--- src/hw/rtl/fmd_pkg.sv ---
// ----------------------------------------------------------------------------
// fmd_pkg
// Shared types and constants for the framed message deframer.
// ----------------------------------------------------------------------------
package fmd_pkg;

  localparam logic [7:0] SyncByte = 8'hAA;

  typedef enum logic [2:0] {
    EV_NONE    = 3'd0,
    EV_DATA    = 3'd1,
    EV_ACCEPT  = 3'd2,
    EV_REJECT  = 3'd3,
    EV_ZEROLEN = 3'd4
  } event_kind_e;

  typedef struct packed {
    event_kind_e event_kind;
    logic [7:0]  data_byte;
    logic [7:0]  byte_index;
    logic [7:0]  command_id;
    logic [7:0]  payload_count;
  } fmd_result_t;

endpackage

--- src/hw/rtl/framed_message_deframer.sv ---
// ----------------------------------------------------------------------------
// framed_message_deframer
// Length-prefixed frame parser with XOR checksum, one event per input byte.
// ----------------------------------------------------------------------------
// Each byte passes the input register, then the result register, on its way to an event.
// Throughput: one byte per cycle while the event side takes events; the frame state updates in a single pass.
// Stalls on the event side back up through the input register.
// Reset clears frame state and both stage valids; the parser starts hunting.
module framed_message_deframer (
  input  logic        clk_i,
  input  logic        rst_ni,
  input  logic        s_axis_tvalid_i,
  output logic        s_axis_tready_o,
  input  logic [7:0]  s_axis_tdata_i,   // [7:0] rx_byte
  output logic        m_axis_tvalid_o,
  input  logic        m_axis_tready_i,
  output logic [31:0] m_axis_tdata_o,   // [7:0] data_byte, [15:8] byte_index,
                                        // [23:16] command_id, [31:24] payload_count
  output logic [2:0]  m_axis_tuser_o    // [2:0] event_kind
);
  import fmd_pkg::*;

  logic        in_valid;
  logic [7:0]  rx_byte;
  logic        advance;
  fmd_result_t result;

  assign advance = in_valid && (!m_axis_tvalid_o || m_axis_tready_i);

  fmd_in_stage u_in (
    .clk_i           (clk_i),
    .rst_ni          (rst_ni),
    .s_axis_tvalid_i (s_axis_tvalid_i),
    .s_axis_tready_o (s_axis_tready_o),
    .s_axis_tdata_i  (s_axis_tdata_i),
    .advance_i       (advance),
    .valid_o         (in_valid),
    .rx_byte_o       (rx_byte)
  );

  fmd_parser u_parser (
    .clk_i     (clk_i),
    .rst_ni    (rst_ni),
    .advance_i (advance),
    .rx_byte_i (rx_byte),
    .result_o  (result)
  );

  fmd_out_stage u_out (
    .clk_i           (clk_i),
    .rst_ni          (rst_ni),
    .load_i          (advance),
    .result_i        (result),
    .m_axis_tvalid_o (m_axis_tvalid_o),
    .m_axis_tready_i (m_axis_tready_i),
    .m_axis_tdata_o  (m_axis_tdata_o),
    .m_axis_tuser_o  (m_axis_tuser_o)
  );

endmodule

--- src/hw/rtl/fmd_in_stage.sv ---
// ----------------------------------------------------------------------------
// fmd_in_stage
// Input register holding one received byte until the parser takes it.
// ----------------------------------------------------------------------------
module fmd_in_stage (
  input  logic       clk_i,
  input  logic       rst_ni,
  input  logic       s_axis_tvalid_i,
  output logic       s_axis_tready_o,
  input  logic [7:0] s_axis_tdata_i,   // [7:0] rx_byte
  input  logic       advance_i,
  output logic       valid_o,
  output logic [7:0] rx_byte_o
);

  logic       valid_q, valid_d;
  logic [7:0] byte_q, byte_d;
  logic       take;

  assign s_axis_tready_o = !valid_q || advance_i;
  assign take            = s_axis_tvalid_i && s_axis_tready_o;

  always_comb begin
    valid_d = valid_q;
    byte_d  = byte_q;
    if (take) begin
      valid_d = 1'b1;
      byte_d  = s_axis_tdata_i;
    end else if (advance_i) begin
      valid_d = 1'b0;
    end
  end

  always_ff @(posedge clk_i or negedge rst_ni) begin
    if (!rst_ni) begin
      valid_q <= 1'b0;
    end else begin
      valid_q <= valid_d;
    end
  end

  always_ff @(posedge clk_i) begin
    byte_q <= byte_d;
  end

  assign valid_o   = valid_q;
  assign rx_byte_o = byte_q;

endmodule

--- src/hw/rtl/fmd_parser.sv ---
// ----------------------------------------------------------------------------
// fmd_parser
// Frame state, running XOR checksum and event decode for one byte a cycle while advance_i is high.
// ----------------------------------------------------------------------------
module fmd_parser (
  input  logic               clk_i,
  input  logic               rst_ni,
  input  logic               advance_i,
  input  logic [7:0]         rx_byte_i,
  output fmd_pkg::fmd_result_t result_o
);
  import fmd_pkg::*;

  typedef enum logic [2:0] {
    PH_HUNT = 3'd0,
    PH_LEN  = 3'd1,
    PH_CMD  = 3'd2,
    PH_PAY  = 3'd3,
    PH_CHK  = 3'd4
  } phase_e;

  phase_e      phase_q, phase_d;
  logic [7:0]  len_q, len_d;
  logic [7:0]  cmd_q, cmd_d;
  logic [7:0]  xor_q, xor_d;
  logic [7:0]  cnt_q, cnt_d;
  logic [7:0]  cnt_inc;
  fmd_result_t res;

  assign cnt_inc = cnt_q + 8'd1;

  always_comb begin
    phase_d = phase_q;
    len_d   = len_q;
    cmd_d   = cmd_q;
    xor_d   = xor_q;
    cnt_d   = cnt_q;
    res     = '0;
    res.event_kind = EV_NONE;
    unique case (phase_q)
      PH_LEN: begin
        if (rx_byte_i == 8'd0) begin
          res.event_kind = EV_ZEROLEN;
        end else begin
          xor_d   = xor_q ^ rx_byte_i;
          len_d   = rx_byte_i;
          phase_d = PH_CMD;
        end
      end
      PH_CMD: begin
        xor_d   = xor_q ^ rx_byte_i;
        cmd_d   = rx_byte_i;
        cnt_d   = 8'd0;
        phase_d = (len_q == 8'd1) ? PH_CHK : PH_PAY;
      end
      PH_PAY: begin
        xor_d          = xor_q ^ rx_byte_i;
        res.event_kind = EV_DATA;
        res.data_byte  = rx_byte_i;
        res.byte_index = cnt_q;
        cnt_d          = cnt_inc;
        // payload is len - 1 bytes
        if (cnt_inc + 8'd1 == len_q) begin
          phase_d = PH_CHK;
        end
      end
      PH_CHK: begin
        res.event_kind    = (rx_byte_i == xor_q) ? EV_ACCEPT : EV_REJECT;
        res.command_id    = cmd_q;
        res.payload_count = len_q - 8'd1;
        phase_d = PH_HUNT;
        len_d   = 8'd0;
        cmd_d   = 8'd0;
        xor_d   = 8'd0;
        cnt_d   = 8'd0;
      end
      default: begin
        if (rx_byte_i == SyncByte) begin
          phase_d = PH_LEN;
          cnt_d   = 8'd0;
          xor_d   = 8'd0;
        end else begin
          phase_d = PH_HUNT;
        end
      end
    endcase
  end

  always_ff @(posedge clk_i or negedge rst_ni) begin
    if (!rst_ni) begin
      phase_q <= PH_HUNT;
      len_q   <= 8'd0;
      cmd_q   <= 8'd0;
      xor_q   <= 8'd0;
      cnt_q   <= 8'd0;
    end else if (advance_i) begin
      phase_q <= phase_d;
      len_q   <= len_d;
      cmd_q   <= cmd_d;
      xor_q   <= xor_d;
      cnt_q   <= cnt_d;
    end
  end

  assign result_o = res;

  // checks
  a_hunt_clean: assert property (@(posedge clk_i) disable iff (!rst_ni)
    phase_q == PH_HUNT |-> (xor_q == 8'd0 && cnt_q == 8'd0))
    else $error("fmd_parser: stale checksum or count while hunting");

  a_pay_in_range: assert property (@(posedge clk_i) disable iff (!rst_ni)
    phase_q == PH_PAY |-> cnt_q < len_q)
    else $error("fmd_parser: payload index past frame length");

  a_verdict_ends: assert property (@(posedge clk_i) disable iff (!rst_ni)
    (advance_i && phase_q == PH_CHK) |=> phase_q == PH_HUNT)
    else $error("fmd_parser: frame not closed after verdict");

  a_data_only_payload: assert property (@(posedge clk_i) disable iff (!rst_ni)
    res.event_kind != EV_DATA |-> (res.data_byte == 8'd0 && res.byte_index == 8'd0))
    else $error("fmd_parser: data fields set outside payload");

endmodule

--- src/hw/rtl/fmd_out_stage.sv ---
// ----------------------------------------------------------------------------
// fmd_out_stage
// Result register driving the outgoing event stream.
// ----------------------------------------------------------------------------
module fmd_out_stage (
  input  logic                 clk_i,
  input  logic                 rst_ni,
  input  logic                 load_i,
  input  fmd_pkg::fmd_result_t result_i,
  output logic                 m_axis_tvalid_o,
  input  logic                 m_axis_tready_i,
  output logic [31:0]          m_axis_tdata_o,
  output logic [2:0]           m_axis_tuser_o
);
  import fmd_pkg::*;

  logic        valid_q, valid_d;
  fmd_result_t res_q, res_d;

  always_comb begin
    valid_d = valid_q;
    res_d   = res_q;
    if (load_i) begin
      valid_d = 1'b1;
      res_d   = result_i;
    end else if (m_axis_tready_i) begin
      valid_d = 1'b0;
    end
  end

  always_ff @(posedge clk_i or negedge rst_ni) begin
    if (!rst_ni) begin
      valid_q <= 1'b0;
    end else begin
      valid_q <= valid_d;
    end
  end

  always_ff @(posedge clk_i) begin
    res_q <= res_d;
  end

  assign m_axis_tvalid_o = valid_q;
  assign m_axis_tuser_o  = res_q.event_kind;
  assign m_axis_tdata_o  = {res_q.payload_count, res_q.command_id,
                            res_q.byte_index, res_q.data_byte};

endmodule

--- config.mk ---
export PLATFORM = sky130hd
export DESIGN_NAME = framed_message_deframer
export DESIGN_NICKNAME = d
export VERILOG_FILES = /design/src/hw/rtl/fmd_pkg.sv /design/src/hw/rtl/framed_message_deframer.sv /design/src/hw/rtl/fmd_in_stage.sv /design/src/hw/rtl/fmd_parser.sv /design/src/hw/rtl/fmd_out_stage.sv
export SDC_FILE = /design/constraint.sdc
export NUM_CORES = 1
export LEC_CHECK = 0
export BUFFER_PORTS_ARGS = -buffer_cell sky130_fd_sc_hd__buf_2
export CORE_ASPECT_RATIO = 1.4
export CORE_UTILIZATION = 52
export DETAILED_ROUTE_END_ITERATION = 6
export PLACE_DENSITY = 0.84
export SYNTH_ARGS = -nofsm -noshare
export SYNTH_HDL_FRONTEND = slang
export SYNTH_SLANG_ARGS = --single-unit
--- constraint.sdc ---
create_clock -name clk_i -period 2.65 [get_ports clk_i]
set_input_delay 0.53 -clock clk_i [delete_from_list [all_inputs] [get_ports clk_i]]
set_output_delay 0.53 -clock clk_i [all_outputs]
set_load 0.01 [all_outputs]
==> metrics <==
Die X=75.5 µm; max cap viols=0; clock buffer depth=2; crit path DAT=2710 ps; number of synthesized flops with an enable pin=43; Worst Path Required=2870 ps; largest net degree at the start of global routing=38; die area=7930 µm²; Worst Setup EP=u_parser.phase_q[1]$_DFFE_PN0P_; wire length per cell=15.9 µm; post-synth cell types=51; register area share after synthesis=0.563; placer congestion estimate=0.838; Worst setup EP type=register; r2r setup slk=160 ps; Pre-antenna DRT Iters=4; Max H-tree Level=3; Final setup violation count=0; vias in the first global route=2813; CP max FO=7; most common cell after layout, fill and taps aside=buf_2; pwr dens=948 nW/µm²; fin crit share=0.940; Clock Pin Slew Worst Setup and Hold Paths=70 ps; Final Hold Fails=0; min Tclk post-route=2490 ps; worst r2r dst=u_parser.phase_q[1]$_DFFE_PN0P_; fillers=580; total number of vias=2796; TritonCTS Buffers=9; FP Rows=37; max-slew violation count=0; Worst VDD drop=0.416 mV; die height=105 µm; Setup Skew=7.12 ps; clock net sink count=80; setup tns final=0 ps; CTS tree=yes; initial drt markers=134; clock insertion delay at the later pin of the skew report=360 ps; synthesized cell area=3940 µm²; Critical Path Start=u_parser.cnt_q[2]$_DFFE_PN0P_; IO Port Bufs=48; Lkg Pwr=1.96 nW; outcome=finished clean; Top FF cell, synth=edfxtp_1; core area=7360 µm²; cell count of the worst reg-to-reg path=7; Critical Path Start Type=register; routed wire length=7920 µm; # DRC=0; Area Overhead vs Synth=15.6%; Mapped Cells=336; critical path class=reg2reg; Worst Tran Pin Value=821 ps; Slew headroom=0.453; Syn Area/Cell=11.7 µm²; placed instance area=4360 µm²; I/O pin count=49; RSZ-0062 raised after global routing=false; Worst R2R Start=u_parser.cnt_q[2]$_DFFE_PN0P_; ys async rst share=0.463; first-pass GRT wire length=13000 µm; share of cells above drive strength 1=0.276; GRT Resource Usage Total=0.226; CTS root buffer=clkbuf_8; Yosys warnings=0; Yosys reg bits=80; DR vias/cell=5.60; DRT antenna net count=0; Mapped Nets=353; Max Freq=0.401 GHz; GRT overflow=0; ant diodes=0; DP HPWL=5710 µm; hold crit path type=in2async; commonest non-fill, non-tap cells in the layout=buf_2 (48), edfxtp_1 (43), dfrtp_1 (37); Finished Cell Area=4550 µm²; initial antenna violation count=0; final-stage net count=415; Initial Util=0.535
-- synth_stat cells, drive strengths merged (2+ instances only) --
cell	count	area share
edfxtp	43	0.33
dfrtp	37	0.24
nor2	31	0.030
and3	29	0.046
o21ai	27	0.042
xnor2	21	0.047
nand2	17	0.016
mux2	16	0.046
nand2b	14	0.022
clkbuf	11	0.010
and2	9	0.014
inv	7	0.0067
nand4	6	0.0095
xor2	6	0.013
buf	5	0.0083
ha	5	0.016
nor3	5	0.0064
nand3	4	0.0051
or4	4	0.0095
a211oi	3	0.0070
a21boi	3	0.0057
o31ai	3	0.0057
or2	3	0.0048
a21o	2	0.0038
a21oi	2	0.0025
nand3b	2	0.0038
nor4b	2	0.0044
o221ai	2	0.0060
or3	2	0.0032
xnor3	2	0.011
-- metal layers --
metal | GRT usage | up-vias | routed length [µm]
li1 | - | 1333 | -
met1 | 0.239 | 1339 | 2940
met2 | 0.374 | 90 | 4270
met3 | 0.0636 | 34 | 328
met4 | 0.155 | 0 | 387
met5 | 0 | - | 0
-- area by class of cell --
class,instances,area [µm²],share of cell area
Sequential cell,80,2220,0.487
Multi-Input combinational cell,233,1630,0.358
Timing Repair Buffer,67,383,0.0841
Clock buffer,14,143,0.0313
Tap cell,97,121,0.0267
Clock inverter,1,30.0,0.00660
Inverter,7,26.3,0.00577
-- how the worst min path moves through the flow --
stage                        startpoint                                end  cells after the start
4_1_cts                          rst_ni      u_parser.cnt_q[4]$_DFFE_PN0P_                      1
3_3_place_gp   u_in.valid_o$_DFFE_PN0P_  u_out.m_axis_tvalid_o$_DFFE_PN0P_                      1
3_5_place_dp   u_in.valid_o$_DFFE_PN0P_  u_out.m_axis_tvalid_o$_DFFE_PN0P_                      1
5_1_grt                          rst_ni      u_parser.cnt_q[4]$_DFFE_PN0P_                      1
6_report                         rst_ni      u_parser.cnt_q[3]$_DFFE_PN0P_                      1
2_1_floorplan                    rst_ni           u_in.valid_o$_DFFE_PN0P_                      0
-- worst max-delay path, stage by stage, from the launching register on --
cell	delay, ps
dfrtp_1	450
ha_1	280
nand4_1	220
xnor2_2	230
nand2_1	100
or4_4	510
a311oi_2	390
o221ai_1	160
-- repair_timing --
action                     in CTS  in global routing
resized for setup               0                  3
setup endpoints to repair       0                  3
buffers inserted                0                  1
hold buffers                    0                  0
-- through the flow --
step	power, mW	util	setup slack [ps]	hold WS, ps	instances
2_1_floorplan	3.04	-	145	234	336
3_3_place_gp	3.43	0.592	271	474	483
3_5_place_dp	3.49	0.592	147	493	483
4_1_cts	4.34	0.616	124	287	498
5_1_grt	4.59	0.618	8.18	327	499
6_report	4.32	0.618	159	258	499
-- cells by family (layout without fill, tap and decap cells) --
| family | after synthesis | count (layout) | synth area share |
|---|---|---|---|
| flops | 80 | 80 | 0.563 |
| buf+inv | 23 | 89 | 0.0254 |
| simple gates | 132 | 132 | 0.183 |
| mux | 17 | 17 | 0.0483 |
| compound gates | 50 | 50 | 0.0931 |
| xor+xnor | 29 | 29 | 0.0715 |
| fa+ha+maj | 5 | 5 | 0.0159 |
-- flip-flops by register name (all words and copies together), names as in the netlist --
register / flops
u_parser.phase_q: 3
u_parser.len_q: 8
u_parser.cmd_q: 8
u_out.m_axis_tuser_o: 3
u_parser.xor_q: 8
u_in.valid_o: 1
u_parser.cnt_q: 8
u_out.m_axis_tdata_o: 32
u_in.rx_byte_o: 8
u_out.m_axis_tvalid_o: 1
-- report_power, final --
group	internal (mW)	switching, mW	leakage (nW)
registers	1.64	0.295	0.885
clock network	0.432	0.395	0.0847
logic	0.721	0.832	0.993
(Power assumes the default switching activity.)
